==> src/design/lse_pkg.sv <==
package lse_pkg;

    // Fixed framing constants
    localparam int HEADER_BYTES    = 54;
    localparam int MAGIC_MAX_BYTES = 8;
    localparam int EXT_MAX_BYTES   = 4;
    localparam int QUEUE_DEPTH     = 2;
    localparam int CFG_DATA_W      = 64;
    localparam int CFG_IDX_W       = 3;

    typedef logic [2:0] t_section;

    localparam t_section SEC_HEADER = 3'd0;
    localparam t_section SEC_MAGIC  = 3'd1;
    localparam t_section SEC_EXTLEN = 3'd2;
    localparam t_section SEC_EXT    = 3'd3;
    localparam t_section SEC_SIZE   = 3'd4;
    localparam t_section SEC_DATA   = 3'd5;
    localparam t_section SEC_TAIL   = 3'd6;

    typedef logic [CFG_IDX_W-1:0] t_cfg_idx;

    localparam t_cfg_idx CFG_MAGIC_CHARS    = 3'd0;
    localparam t_cfg_idx CFG_MAGIC_LEN      = 3'd1;
    localparam t_cfg_idx CFG_EXT_CHARS      = 3'd2;
    localparam t_cfg_idx CFG_EXT_LEN        = 3'd3;
    localparam t_cfg_idx CFG_SECRET_SIZE    = 3'd4;
    localparam t_cfg_idx CFG_COVER_CAPACITY = 3'd5;

    typedef struct packed {
        logic       mode;
        logic [7:0] value_byte;
    } t_in_item;

    typedef struct packed {
        logic [7:0] stego_byte;
        t_section   section;
        logic       payload_wanted;
        logic       underrun;
        logic       capacity_short;
    } t_out_item;

    // Classified item as it sits in the queue
    typedef struct packed {
        logic       is_offer;
        logic [7:0] value;
    } t_cmd;

    typedef struct packed {
        logic [63:0] magic_chars;
        logic [3:0]  magic_len;
        logic [31:0] ext_chars;
        logic [2:0]  ext_len;
        logic [31:0] secret_size;
        logic [31:0] cover_capacity;
    } t_cfg;

endpackage

==> src/design/lsb_stego_embedder_unit.sv <==
// Hides a framed payload in the least significant bits of a cover byte stream, one
// payload bit per cover byte, LSB first: header bytes pass through, then magic
// characters, the extension length, the extension characters, the secret size and
// the secret data, after which every byte passes through. Each cover item (mode 0)
// yields one result; a payload offer (mode 1) yields none and is held until a data
// byte needs it, and the payload_wanted flag on a result asks the feeder for the
// next one. Items are accepted every cycle while the queue has room: a two-entry
// queue separates input acceptance from the embedding engine, which retires one
// item per clock while the output is taken and holds its result in an output
// register. The user writes registers through the plain write port only while no
// item is in flight, which the block itself does not enforce; capacity is compared
// live against the framed total on every cover byte.
module lsb_stego_embedder_unit #(
    parameter int LENGTH_FIELD_BITS = 32
) (
    input  logic                                i_clk,
    input  logic                                i_rst_n,
    input  logic                                i_in_valid,
    output logic                                o_in_stall,
    input  lse_pkg::t_in_item                   i_in_item,
    output logic                                o_out_valid,
    input  logic                                i_out_stall,
    output lse_pkg::t_out_item                  o_out_item,
    input  logic                                i_cfg_we,
    input  logic [lse_pkg::CFG_IDX_W-1:0]       i_cfg_idx,
    input  logic [lse_pkg::CFG_DATA_W-1:0]      i_cfg_data
);

    lse_pkg::t_cfg r_cfg;
    logic          q_valid;
    lse_pkg::t_cmd q_cmd;
    logic          q_pop;

    always_ff @(posedge i_clk) begin
        if (!i_rst_n) begin
            r_cfg.magic_chars    <= '0;
            r_cfg.magic_len      <= 4'd2;
            r_cfg.ext_chars      <= '0;
            r_cfg.ext_len        <= '0;
            r_cfg.secret_size    <= '0;
            r_cfg.cover_capacity <= '0;
        end else if (i_cfg_we) begin
            case (i_cfg_idx)
                lse_pkg::CFG_MAGIC_CHARS:    r_cfg.magic_chars    <= i_cfg_data;
                lse_pkg::CFG_MAGIC_LEN:      r_cfg.magic_len      <= i_cfg_data[3:0];
                lse_pkg::CFG_EXT_CHARS:      r_cfg.ext_chars      <= i_cfg_data[31:0];
                lse_pkg::CFG_EXT_LEN:        r_cfg.ext_len        <= i_cfg_data[2:0];
                lse_pkg::CFG_SECRET_SIZE:    r_cfg.secret_size    <= i_cfg_data[31:0];
                lse_pkg::CFG_COVER_CAPACITY: r_cfg.cover_capacity <= i_cfg_data[31:0];
                default: begin
                end
            endcase
        end
    end

    lse_front u_front (
        .i_clk      (i_clk),
        .i_rst_n    (i_rst_n),
        .i_in_valid (i_in_valid),
        .o_in_stall (o_in_stall),
        .i_in_item  (i_in_item),
        .o_q_valid  (q_valid),
        .o_q_cmd    (q_cmd),
        .i_q_pop    (q_pop)
    );

    lse_back #(
        .LENGTH_FIELD_BITS (LENGTH_FIELD_BITS)
    ) u_back (
        .i_clk       (i_clk),
        .i_rst_n     (i_rst_n),
        .i_cfg       (r_cfg),
        .i_q_valid   (q_valid),
        .i_q_cmd     (q_cmd),
        .o_q_pop     (q_pop),
        .o_out_valid (o_out_valid),
        .i_out_stall (i_out_stall),
        .o_out_item  (o_out_item)
    );

endmodule

==> src/design/lse_front.sv <==
module lse_front (
    input  logic              i_clk,
    input  logic              i_rst_n,
    input  logic              i_in_valid,
    output logic              o_in_stall,
    input  lse_pkg::t_in_item i_in_item,
    output logic              o_q_valid,
    output lse_pkg::t_cmd     o_q_cmd,
    input  logic              i_q_pop
);

    localparam int PTR_W = $clog2(lse_pkg::QUEUE_DEPTH);
    localparam int CNT_W = $clog2(lse_pkg::QUEUE_DEPTH + 1);

    lse_pkg::t_cmd    r_mem [lse_pkg::QUEUE_DEPTH];
    logic [PTR_W-1:0] r_wr_ptr;
    logic [PTR_W-1:0] r_rd_ptr;
    logic [CNT_W-1:0] r_count;
    logic [CNT_W-1:0] n_count;
    logic             push;
    lse_pkg::t_cmd    cmd;

    assign o_in_stall = (r_count == CNT_W'(lse_pkg::QUEUE_DEPTH));
    assign push       = i_in_valid && !o_in_stall;
    assign o_q_valid  = (r_count != '0);
    assign o_q_cmd    = r_mem[r_rd_ptr];

    // Classify: a payload offer only touches the held byte
    always_comb begin
        cmd.is_offer = i_in_item.mode;
        cmd.value    = i_in_item.value_byte;
    end

    always_comb begin
        n_count = r_count;
        if (push && !i_q_pop) begin
            n_count = r_count + CNT_W'(1);
        end else if (!push && i_q_pop) begin
            n_count = r_count - CNT_W'(1);
        end
    end

    always_ff @(posedge i_clk) begin
        if (push) begin
            r_mem[r_wr_ptr] <= cmd;
        end
    end

    always_ff @(posedge i_clk) begin
        if (!i_rst_n) begin
            r_wr_ptr <= '0;
            r_rd_ptr <= '0;
            r_count  <= '0;
        end else begin
            if (push) begin
                r_wr_ptr <= (r_wr_ptr == PTR_W'(lse_pkg::QUEUE_DEPTH - 1)) ? '0
                          : r_wr_ptr + PTR_W'(1);
            end
            if (i_q_pop) begin
                r_rd_ptr <= (r_rd_ptr == PTR_W'(lse_pkg::QUEUE_DEPTH - 1)) ? '0
                          : r_rd_ptr + PTR_W'(1);
            end
            r_count <= n_count;
        end
    end

    a_count_bound: assert property (@(posedge i_clk) disable iff (!i_rst_n)
        r_count <= CNT_W'(lse_pkg::QUEUE_DEPTH))
        else $error("queue count above depth");

    a_pop_nonempty: assert property (@(posedge i_clk) disable iff (!i_rst_n)
        i_q_pop |-> r_count != '0)
        else $error("pop from empty queue");

    a_count_track: assert property (@(posedge i_clk) disable iff (!i_rst_n)
        (push && !i_q_pop) |=> r_count == $past(r_count) + CNT_W'(1))
        else $error("queue count lost an item");

endmodule

==> src/design/lse_back.sv <==
module lse_back #(
    parameter int LENGTH_FIELD_BITS = 32
) (
    input  logic               i_clk,
    input  logic               i_rst_n,
    input  lse_pkg::t_cfg      i_cfg,
    input  logic               i_q_valid,
    input  lse_pkg::t_cmd      i_q_cmd,
    output logic               o_q_pop,
    output logic               o_out_valid,
    input  logic               i_out_stall,
    output lse_pkg::t_out_item o_out_item
);

    localparam int BW  = $clog2(LENGTH_FIELD_BITS);
    localparam int TW  = 36;

    lse_pkg::t_section  r_sec;
    logic [BW-1:0]      r_bit;
    logic [31:0]        r_idx;
    logic [7:0]         r_held;
    logic               r_held_valid;
    logic               r_out_valid;
    lse_pkg::t_out_item r_out;

    lse_pkg::t_section  n_sec;
    logic [BW-1:0]      n_bit;
    logic [31:0]        n_idx;
    logic [7:0]         n_held;
    logic               n_held_valid;
    lse_pkg::t_out_item n_out;

    logic [3:0]         eff_magic;
    logic [2:0]         eff_ext;
    logic [6:0]         nonempty;
    logic [TW-1:0]      total;
    logic               cap_ok;
    lse_pkg::t_section  s0;
    lse_pkg::t_section  sec;
    logic [BW-1:0]      bit_c;
    logic [31:0]        idx_c;
    logic [BW:0]        bit_p1;
    logic [BW:0]        bpi;
    logic               emb_bit;
    logic [31:0]        ext_vec;

    function automatic logic [31:0] sec_len(input lse_pkg::t_section s,
                                            input logic [3:0] m,
                                            input logic [2:0] e,
                                            input logic [31:0] size);
        logic [31:0] len;
        case (s)
            lse_pkg::SEC_HEADER: len = 32'(lse_pkg::HEADER_BYTES);
            lse_pkg::SEC_MAGIC:  len = 32'(m);
            lse_pkg::SEC_EXTLEN: len = 32'd1;
            lse_pkg::SEC_EXT:    len = 32'(e);
            lse_pkg::SEC_SIZE:   len = 32'd1;
            lse_pkg::SEC_DATA:   len = size;
            default:             len = '1;
        endcase
        return len;
    endfunction

    // First section after s that holds anything; the tail catches the rest
    function automatic lse_pkg::t_section next_sec(input lse_pkg::t_section s,
                                                   input logic [6:0] ne);
        lse_pkg::t_section r;
        r = lse_pkg::SEC_TAIL;
        for (int k = 5; k >= 0; k--) begin
            if (3'(k) > s && ne[k]) begin
                r = 3'(k);
            end
        end
        return r;
    endfunction

    assign eff_magic = (i_cfg.magic_len > 4'(lse_pkg::MAGIC_MAX_BYTES))
                     ? 4'(lse_pkg::MAGIC_MAX_BYTES) : i_cfg.magic_len;
    assign eff_ext   = (i_cfg.ext_len > 3'(lse_pkg::EXT_MAX_BYTES))
                     ? 3'(lse_pkg::EXT_MAX_BYTES) : i_cfg.ext_len;
    assign ext_vec   = {29'd0, eff_ext};

    assign nonempty = {1'b1,
                       i_cfg.secret_size != '0,
                       1'b1,
                       eff_ext != '0,
                       1'b1,
                       eff_magic != '0,
                       lse_pkg::HEADER_BYTES != 0};

    assign total = TW'(lse_pkg::HEADER_BYTES) + (TW'(eff_magic) << 3)
                 + TW'(2 * LENGTH_FIELD_BITS) + (TW'(eff_ext) << 3)
                 + (TW'(i_cfg.secret_size) << 3);
    assign cap_ok = TW'(i_cfg.cover_capacity) > total;

    assign o_q_pop = i_q_valid && (i_q_cmd.is_offer || !r_out_valid || !i_out_stall);

    always_comb begin
        s0     = (r_sec > lse_pkg::SEC_TAIL) ? lse_pkg::SEC_TAIL : r_sec;
        sec    = s0;
        bit_c  = r_bit;
        idx_c  = r_idx;
        // Leave a section whose position lies past its current length
        if (s0 != lse_pkg::SEC_TAIL
                && r_idx >= sec_len(s0, eff_magic, eff_ext, i_cfg.secret_size)) begin
            sec   = next_sec(s0, nonempty);
            bit_c = '0;
            idx_c = '0;
        end

        case (sec)
            lse_pkg::SEC_EXTLEN,
            lse_pkg::SEC_SIZE:   bpi = (BW+1)'(LENGTH_FIELD_BITS);
            lse_pkg::SEC_HEADER,
            lse_pkg::SEC_TAIL:   bpi = (BW+1)'(1);
            default:             bpi = (BW+1)'(8);
        endcase
        bit_p1 = {1'b0, bit_c} + (BW+1)'(1);

        case (sec)
            lse_pkg::SEC_MAGIC:  emb_bit = i_cfg.magic_chars[{idx_c[2:0], bit_c[2:0]}];
            lse_pkg::SEC_EXTLEN: emb_bit = ext_vec[5'(bit_c)];
            lse_pkg::SEC_EXT:    emb_bit = i_cfg.ext_chars[{idx_c[1:0], bit_c[2:0]}];
            lse_pkg::SEC_SIZE:   emb_bit = i_cfg.secret_size[5'(bit_c)];
            lse_pkg::SEC_DATA:   emb_bit = r_held[bit_c[2:0]];
            default:             emb_bit = 1'b0;
        endcase

        n_sec        = sec;
        n_bit        = bit_c;
        n_idx        = idx_c;
        n_held       = r_held;
        n_held_valid = r_held_valid;

        n_out.stego_byte     = i_q_cmd.value;
        n_out.section        = sec;
        n_out.payload_wanted = 1'b0;
        n_out.underrun       = 1'b0;
        n_out.capacity_short = 1'b0;

        if (i_q_cmd.is_offer) begin
            // Ignore an offer while a byte is already held
            n_sec = r_sec;
            n_bit = r_bit;
            n_idx = r_idx;
            if (!r_held_valid) begin
                n_held       = i_q_cmd.value;
                n_held_valid = 1'b1;
            end
        end else if (!cap_ok) begin
            n_out.capacity_short = 1'b1;
        end else begin
            if (sec == lse_pkg::SEC_DATA && bit_c == '0 && !r_held_valid) begin
                n_out.underrun = 1'b1;
            end else begin
                if (sec != lse_pkg::SEC_HEADER && sec != lse_pkg::SEC_TAIL) begin
                    n_out.stego_byte = {i_q_cmd.value[7:1], emb_bit};
                end
                if (sec != lse_pkg::SEC_TAIL) begin
                    if (bit_p1 >= bpi) begin
                        n_bit = '0;
                        n_idx = idx_c + 32'd1;
                        if (sec == lse_pkg::SEC_DATA) begin
                            n_held_valid = 1'b0;
                        end
                        if (n_idx >= sec_len(sec, eff_magic, eff_ext, i_cfg.secret_size)) begin
                            n_sec = next_sec(sec, nonempty);
                            n_idx = '0;
                        end
                    end else begin
                        n_bit = bit_p1[BW-1:0];
                    end
                end
            end
            n_out.payload_wanted = (n_sec == lse_pkg::SEC_DATA) && (n_bit == '0)
                                 && !n_held_valid;
        end
    end

    always_ff @(posedge i_clk) begin
        if (o_q_pop) begin
            r_held <= n_held;
        end
        if (o_q_pop && !i_q_cmd.is_offer) begin
            r_out <= n_out;
        end
    end

    always_ff @(posedge i_clk) begin
        if (!i_rst_n) begin
            r_sec        <= lse_pkg::SEC_HEADER;
            r_bit        <= '0;
            r_idx        <= '0;
            r_held_valid <= 1'b0;
            r_out_valid  <= 1'b0;
        end else begin
            if (o_q_pop) begin
                r_sec        <= n_sec;
                r_bit        <= n_bit;
                r_idx        <= n_idx;
                r_held_valid <= n_held_valid;
            end
            if (o_q_pop && !i_q_cmd.is_offer) begin
                r_out_valid <= 1'b1;
            end else if (!i_out_stall) begin
                r_out_valid <= 1'b0;
            end
        end
    end

    assign o_out_valid = r_out_valid;
    assign o_out_item  = r_out;

    a_underrun_in_data: assert property (@(posedge i_clk) disable iff (!i_rst_n)
        (r_out_valid && r_out.underrun) |-> r_out.section == lse_pkg::SEC_DATA)
        else $error("underrun reported outside the data section");

    a_short_is_plain: assert property (@(posedge i_clk) disable iff (!i_rst_n)
        (r_out_valid && r_out.capacity_short)
            |-> (!r_out.underrun && !r_out.payload_wanted))
        else $error("short capacity item carries other flags");

    a_held_from_offer: assert property (@(posedge i_clk) disable iff (!i_rst_n)
        $rose(r_held_valid) |-> $past(o_q_pop && i_q_cmd.is_offer))
        else $error("payload byte held without an offer");

    a_out_held_on_stall: assert property (@(posedge i_clk) disable iff (!i_rst_n)
        (r_out_valid && i_out_stall) |=> (r_out_valid && $stable(r_out)))
        else $error("stalled result changed");

endmodule
==> config.mk <==
export PLATFORM = sky130hd
export DESIGN_NAME = lsb_stego_embedder_unit
export DESIGN_NICKNAME = d
export VERILOG_FILES = /design/src/design/lse_pkg.sv /design/src/design/lsb_stego_embedder_unit.sv /design/src/design/lse_front.sv /design/src/design/lse_back.sv
export SDC_FILE = /design/constraint.sdc
export NUM_CORES = 1
export LEC_CHECK = 0
export BUFFER_PORTS_ARGS = -buffer_cell sky130_fd_sc_hd__buf_2
export CORE_MARGIN = 1.5
export CORE_UTILIZATION = 40
export CTS_CLUSTER_DIAMETER = 40
export DETAILED_ROUTE_END_ITERATION = 6
export HOLD_SLACK_MARGIN = 0.08
export PLACE_DENSITY = 0.62
export SYNTH_ARGS = -nofsm -noshare
export SYNTH_HDL_FRONTEND = slang
export SYNTH_HIERARCHICAL = 1
export SYNTH_SLANG_ARGS = --single-unit
export TNS_END_PERCENT = 20
==> constraint.sdc <==
create_clock -name i_clk -period 13.9 [get_ports i_clk]
set_clock_uncertainty 0.1 [all_clocks]
set_input_delay 1.39 -clock i_clk [delete_from_list [all_inputs] [get_ports i_clk]]
set_output_delay 1.39 -clock i_clk [all_outputs]
set_load 0.02 [all_outputs]
---- Word-level counts from Yosys, hierarchy flattened ----
Memories as Yosys holds them, arrays and structs flattened. A register that Yosys moved wholly into a read port is not among the register bits.
Cells that the tools add are included.
Widths: inputs -> output; s select.
word-level totals
  bits in registers ....................... 235
  latch bits .............................. 0
  memory bits (writable) .................. 18
  memory bits (read-only) ................. 0
  logic and storage cells ................. 209
  memories kept ........................... 1
memory list
  memory         words  width  rd ports  clocked after memory_dff  write ports  line             source
  u_front.r_mem  2      9      1         1                         1            lse_front.sv:15  lse_pkg::t_cmd r_mem [lse_pkg::QUEUE_DEPTH];
cells by class
  add/subtract/negate cells ............... 10
  $mul .................................... 0
  divide/modulo/power cells ............... 0
  magnitude comparators ................... 23
  equal/unequal tests ..................... 21
  shifts and indexed selects .............. 0
  mux-type cells .......................... 79
  bitwise logic cells ..................... 3
  reduce and logical (&&, ||, !) cells .... 52
operators with widths
  operator               count
  $mux 32                11
  $pmux 32 s5            2
  $ge 32x32->1           2
  $mux 3                 18
  $add 36x35->36         1
  $add 36x6->36          1
  $add 36x7->36 const B  1
  $gt 32x36->1           1
  $mux 5                 7
  $add 32x1->32 const B  1
  $reduce_bool 32->1     1
  $mux 1                 27
  $eq 3x3->1 const B     8
  $eq 3x2->1 const B     6
  $logic_and 1x1->1      17
  $reduce_and 2->1       8
  $bmux 1 s5             3
  $gt 1x3->1 const A     4
  $gt 2x3->1 const A     4
  $gt 3x3->1 const A     4
  $lt 5x6->1 const B     2
  $mux 2                 6
  $pmux 6 s2             1
  $logic_not 5->1        2
  27 further kinds       50

---- Depth between registers and ports, before layout ----
Gate-level depths: netlist of the first run.
  depth in word-level cells ............... 30
  gate-level depth with buffers ........... 32
  depth with buffers taken out ............ 29

---- By module ----
The synthesis of the first run kept the hierarchy.
modules (own cells, without submodules)
  module                   instances  cells an instance  area an instance (µm²)
  lse_back                 1          1096               8630.8
  lsb_stego_embedder_unit  1          617                6286.0
  lse_front                1          54                 875.8

---- Least setup slack after synthesis of the first run ----
Ideal clock, no wire load.
  path kind ............................... reg2reg
  from .................................... register u_back.r_sec[2]
  to ...................................... register u_back.r_out, in the netlist u_back/o_out_item[2], data pin
  data arrival time ....................... 6627 ps
  required time ........................... 13593 ps
  slack ................................... 6966 ps
  stages on the path, launching flop included .. 33
  period minus slack after synthesis ...... 6934 ps
  cells stage by stage .................... dfxtp_1 clkbuf_1 inv_1 clkbuf_1 or3_1 o21ai_0 a21oi_1 ha_1 nand2b_1 a2111o_1 a32o_1 o21ai_2 a21oi_1 buf_2 buf_2 nor2_1 ha_1 nand3_1 nor2_1 nand4_1 nor3_1 xnor2_1 nor2_1 ha_1 a21o_1 a21oi_1 o211ai_1 o211a_1 a211oi_1 nor2_1 a21oi_1 a31oi_1 a2111oi_0
on the way
  longest elaborated chain between the ends .. 29
  elaborated cells between the ends (all ways) .. 92
  classes of those cells .................. add/sub (2); order compare (16); eq/ne (14); mux (41); reduce/logical (19)
RTL lines
  item                                                                   line             source
  start, declared                                                        lse_back.sv:18   lse_pkg::t_section r_sec;
  start signal, assigned                                                 lse_back.sv:191  r_sec <= lse_pkg::SEC_HEADER;
  start signal, assigned                                                 lse_back.sv:198  r_sec <= n_sec;
  $gt 3x3->1                                                             lse_back.sv:99   s0 = (r_sec > lse_pkg::SEC_TAIL) ? lse_pkg::SEC_TAIL : r_sec;
  $mux 3 (*)                                                             lse_back.sv:99
  parallel branches: the longest is 26 deep, another holds $ge 32x32->1  n/a
  $logic_and 1x1->1 (*)                                                  lse_back.sv:176  && !n_held_valid;
  end signal, assigned                                                   lse_back.sv:185  r_out <= n_out;
  end, declared                                                          lse_back.sv:24   lse_pkg::t_out_item r_out;
Mark *: on every way between the ends. The select of a mux whose other input is x is not followed.
A chain may end at the register's enable or synchronous reset.

==> results.ini, run 1 <==
[timing]
fin_crit_ps=7720
min_period_over_period_pct=55.6
slew_violations=0
timing.fmax_mhz=129
setup_viol=0
tns_ps=0
rsz0062_at_grt=false
hold_viol_final=0
slew_headroom_pct=24.6
worstMarginPinSlew_ps=1130

[critical_path]
path_buf_inv=4
crit_path_start_kind=flip-flop
worstPathMaxFanout=26
crit_path_max_incr_delay_ps=780
cp.required_ps=14120
cp_common_cell=nor2_1
critical_path_class=flip-flop to flip-flop
worst_path_max_delay_cell=dfxtp_1
crit_family=simple AND/OR/NAND/NOR gates
crit_arrival_ps=7940
cp-end-kind=flip-flop

[routing]
wire_per_inst_um=20.2
drcViolationCount=0
wl_um=47600
via_per_inst=5.75
vias=13589
firstDrtPassIters=5
drtAntennaViolNets=0
drt_iter0_drc=906

[floorplan]
start_util_pct=40.7
die_area_sq_um=40700
io_pins=97
rows=72
die_h_um=202
fp.dieW_um=202
core_area_sq_um=38800

[worst_hold_path]
hold_path.class=flip-flop to flip-flop

[cts]
post_cts_resized=0
clkTransAtPathRegs_ps=50
worst_skew_pair.late_latency_ps=540
clockBufferDepth=3
cts_max_level=2
holdBufCountCts=0
root_buffer=clkbuf_16
numCtsBuffers=42
cts_setup_buffers=0
cts_tree=built
clock_sinks=254

[power]
p_per_area_nw_per_um2=147
vdd_ir_drop_max_mv=0.0881
p_leak_nw=7.66

[synthesis]
synth_cells=1767
async_flop_share_pct=0
synth_cell_types=88
synth_edf_count=40
synthesis.area_sq_um=15800
ys_ff_latch=254
synth.avg_cell_area_sq_um=8.94
synth_warnings=6
synth_flop_cell=dfxtp_1
synth_seq_area_share_pct=34.7
synth_fp_nets=1961

[global_route]
antenna_found_initial=0
grt_max_degree=117
gr-usage-all-layers_pct=23.2
grt.overflow.total=0
grt_pass1_wl_um=74600
grt_pass1_vias=13366

[place]
io_buffer_count=96
place_congestion=0.909
dpl-instance-area_sq_um=16500
dp.cells=2285
hpwl_um=33800

[outcome]
status=completed

[final_layout]
area_growth_pct=13.8
fillCellCount=3712
layout_commonest_cell=nand2_1
layout_common_cells=nand2_1, dfxtp_1, mux2i_1
diodes=0
fin_cells=2362
drive_gt1_share_pct=14.1
post-route-util_pct=46.3
final_nets=2005
final_cell_area_sq_um=18000

[job]
cap_violations=0

==> logic make-up (layout without fill, tap and decap cells) <==
| logic type | after synthesis | after routing | synth area share (%) |
|---|---|---|---|
| mux | 218 | 218 | 15.6 |
| buf+inv | 164 | 241 | 5.02 |
| compound gates | 356 | 356 | 14.6 |
| flops | 254 | 254 | 34.7 |
| fa+ha+maj | 113 | 113 | 9.14 |
| xor+xnor | 57 | 57 | 3.16 |
| simple gates | 605 | 605 | 17.8 |
==> report_power, final <==
group / switching [W] / leakage [nW] / internal (W)
logic: 0.000488 / 4.84 / 0.000223
clock network: 0.000394 / 0.721 / 0.000680
registers: 0.0000458 / 2.11 / 0.000811
total: 0.000928 / 7.66 / 0.00171
==> state kept, by name, summed over array words and instances (netlist names), 2 cells and up, named ones only <==
| signal | count |
|---|---|
| u_back/r_held | 8 |
| u_front/r_mem | 18 |
| u_back/r_idx | 32 |
| u_back/o_out_item | 14 |
| u_front/r_count | 2 |
| r_cfg | 167 |
| u_back/r_bit | 5 |
| u_back/r_sec | 3 |
==> area by class of cell <==
type / count / area (sq um) / share of cell area (%)
clock buffers: 52 / 1200 / 6.69
clock inverters: 25 / 267 / 1.48
inverters: 46 / 173 / 0.961
multi-input cells: 1349 / 9540 / 53.1
flip-flops and latches: 254 / 5490 / 30.5
well taps: 518 / 648 / 3.61
repair buffers: 118 / 654 / 3.64
==> tightest hold or removal path: cells and delay by family (launching register included) <==
kind	cells	cell delay, ps
flip-flops	1	300
multiplexers	1	50
AND/OR/NAND/NOR	1	50
==> through the flow <==
stage	setup slack (ps)	total power, W	hold slack, ps
2_1_floorplan	6970	0.00135	330
3_3_place_gp	6560	0.00156	339
3_5_place_dp	6340	0.00157	344
4_1_cts	6300	0.00265	355
5_1_grt	5420	0.00275	361
6_report	6180	0.00264	353
==> cell usage after synthesis (30+ instances only) <==
cell	instances	area share (%)
nand2_1	321	7.6
dfxtp_1	214	27
mux2i_1	182	12
a21oi_1	113	3.6
ha_1	109	8.6
nor2_1	83	2.0
o21ai_0	74	2.3
clkbuf_1	70	1.7
inv_1	41	0.97
edfxtp_1	40	7.6
nand3_1	37	1.2
nand4_1	33	1.3
xor2_1	31	1.7
a21o_1	30	1.4
==> metal layers <==
layer	share of wire, %	track usage [%]
met5	0	0
met2	47	39.0
met3	5.3	2.92
met4	4.1	10.4
met1	43	29.6
==> final timing paths <==
check | startpoint | cells past startpoint | endpoint | slack (ps)
setup / recovery | u_back/r_sec[0] | 25 | u_back/o_out_item[2] | 6180
hold / removal | r_cfg[159] | 2 | r_cfg[159] | 350
setup reg to reg | u_back/r_sec[0] | 25 | u_back/o_out_item[2] | 6180
hold reg to reg | r_cfg[159] | 2 | r_cfg[159] | 350
No activity file was read; power rests on OpenSTA's default activity.
==> run 2, diff against run 1 <==
--- a/config.mk
+++ b/config.mk
@@ -11,7 +11,7 @@
 export CTS_CLUSTER_DIAMETER = 40
 export DETAILED_ROUTE_END_ITERATION = 6
 export HOLD_SLACK_MARGIN = 0.08
-export PLACE_DENSITY = 0.62
+export PLACE_DENSITY = 0.65
 export SYNTH_ARGS = -nofsm -noshare
 export SYNTH_HDL_FRONTEND = slang
 export SYNTH_HIERARCHICAL = 1
==> constraint.sdc (replaced) <==
create_clock -name i_clk -period 6.9 [get_ports i_clk]
set_clock_uncertainty 0.1 [all_clocks]
set_input_delay 0.69 -clock i_clk [delete_from_list [all_inputs] [get_ports i_clk]]
set_output_delay 0.69 -clock i_clk [all_outputs]
set_load 0.02 [all_outputs]
==> run 2 against run 1 <==
Core utilization is 0.76 points higher. First-iteration DRC count rose by 18%. Cell count increased by 1.8%. Non-clock buffer count up 52. Worst hold slack worse by 110 ps. Clock-buffer cell count down 6. Maximum frequency up 16%. Total power rose by 98%. Flip-flop and latch count unchanged. Clock power is 85% higher. Final area rose by 1.7%. Critical endpoint is now u_back/r_idx[17]. Largest power group unchanged. Highest routed layer unchanged.
==> results.ini, run 2 (synthesis results as in run 1) <==
[routing]
firstDrtPassIters=5
drtAntennaViolNets=0
wl_um=49400
wire_per_inst_um=20.5
via_per_inst=5.79
vias=13915
drt_iter0_drc=1067
drcViolationCount=0

[final_layout]
drive_gt1_share_pct=16.7
largest-register=r_cfg
diodes=0
area_growth_pct=15.7
final_nets=2053
post-route-util_pct=47.1
layout_common_cells=nand2_1, dfxtp_1, mux2i_1
reg.largest.list=r_cfg x167, u_back/r_idx x32, u_front/r_mem x18
layout_commonest_cell=nand2_1
largest_reg_flops=167

[critical_path]
reg2reg_depth=25
crit_path_max_incr_delay_ps=610
cp-end-kind=flip-flop
cp.required_ps=7270
worst_path_max_delay_cell=a211oi_2
critical_path_class=flip-flop to flip-flop
crit_family=compound AO/OA/AOI/OAI gates
crit_arrival_ps=7020
regToRegEndpoint=u_back/r_idx[17]
r2r_slack_ps=250
path_buf_inv=3
r2r-start=r_cfg[102]
crit_path_start_kind=flip-flop
worstPathMaxFanout=24

[timing]
hold_viol_final=0
fin_ws_ps=252
fin_crit_ps=6650
setup_viol=0
timing.fmax_mhz=150
tns_ps=0
min_period_over_period_pct=96.4
slew_violations=0
slew_headroom_pct=23.9
worstMarginPinSlew_ps=1140
rsz0062_at_grt=true

[floorplan]
core_area_sq_um=38800
io_pins=97
start_util_pct=40.7
die_h_um=202
rows=72
die_area_sq_um=40700
fp.dieW_um=202

[outcome]
status=completed

[place]
io_buffer_count=96
dp_slack_ps=-292
place_congestion=0.947
hpwl_um=35600

[power]
p_per_area_nw_per_um2=287
vdd_ir_drop_max_mv=0.171
p_leak_nw=7.85

[cts]
numCtsBuffers=38
cts_tree=built
clkTransAtPathRegs_ps=60
clockBufferDepth=3
holdBufCountCts=0
root_buffer=clkbuf_16
clock_sinks=254
cts_max_level=2
worst_skew_pair.late_latency_ps=540

[global_route]
grt_pass1_wl_um=77100
grt.overflow.total=0
grt_pass1_vias=13697
grt_max_degree=143
gr-usage-all-layers_pct=24.0
antenna_found_initial=0

[worst_hold_path]
hold_path.class=input pin to flip-flop
hold_path_depth=1
holdPathEnd=u_front/r_mem[0][3]
hp-start=i_in_item[3]

[job]
cap_violations=0

run 2: changes by cell type in the layout (fill, tap and decap cells not counted), moves of 3 or more:
cell	before	now
clkinv_4	7	3
clkinv_8	0	4
clkbuf_16	45	41
clkbuf_8	6	3
inv_6	3	6
buf_4	22	73
run 2: worst max-delay path by stage:
stage                     from                   end  slack (ps)  cells past startpoint
3_3_place_gp        r_cfg[102]      u_back/r_idx[25]        -300                     25
5_1_grt        u_back/r_sec[2]  u_back/o_out_item[2]          -3                     28
4_1_cts             r_cfg[102]      u_back/r_idx[25]          80                     24
6_report            r_cfg[102]      u_back/r_idx[17]         250                     25
3_5_place_dp        r_cfg[102]      u_back/r_idx[25]        -290                     25
2_1_floorplan  u_back/r_sec[2]       u_back/r_idx[8]         130                     32
run 2: cell type report:
cell class,instances,area [sq um]
clock buffer,46,1060
clock inverter,22,262
fill,3664,20600
inverter,46,173
multi-input combinational,1349,9590
sequential,254,5490
tap,518,648
timing repair buffer,170,1050
run 2: power breakdown:
part	switching, W	internal [W]
combinational	0.00103	0.000514
clock	0.000771	0.00121
sequential	0.0000784	0.00163
total	0.00188	0.00336
run 2: per-stage QoR:
step | instance area (sq um) | total power (W) | instances | hold WS (ps)
after floorplan | 15800 | 0.00273 | 1767 | 330
after global placement | 16900 | 0.00322 | 2335 | 339
after detailed placement | 16900 | 0.00324 | 2335 | 345
after CTS | 18200 | 0.00524 | 2403 | 230
after global routing | 18300 | 0.00547 | 2405 | 238
final | 18300 | 0.00524 | 2405 | 245
run 2: layer usage:
| metal | vias to the layer above | wire, um | GRT usage (%) |
|---|---|---|---|
| met5 | - | 0 | 0 |
| met4 | 0 | 2210 | 11.3 |
| li1 | 6569 | - | - |
| met1 | 6739 | 20900 | 30.2 |
| met2 | 499 | 23400 | 40.3 |
| met3 | 108 | 2850 | 3.50 |
run 2: timing repair:
item                                    4_1_cts  5_1_grt
cloned                                        0        0
pin swaps                                     0        2
setup buffers                                 0        2
endpoints found under the setup margin       30       38
resized for setup                             4       10
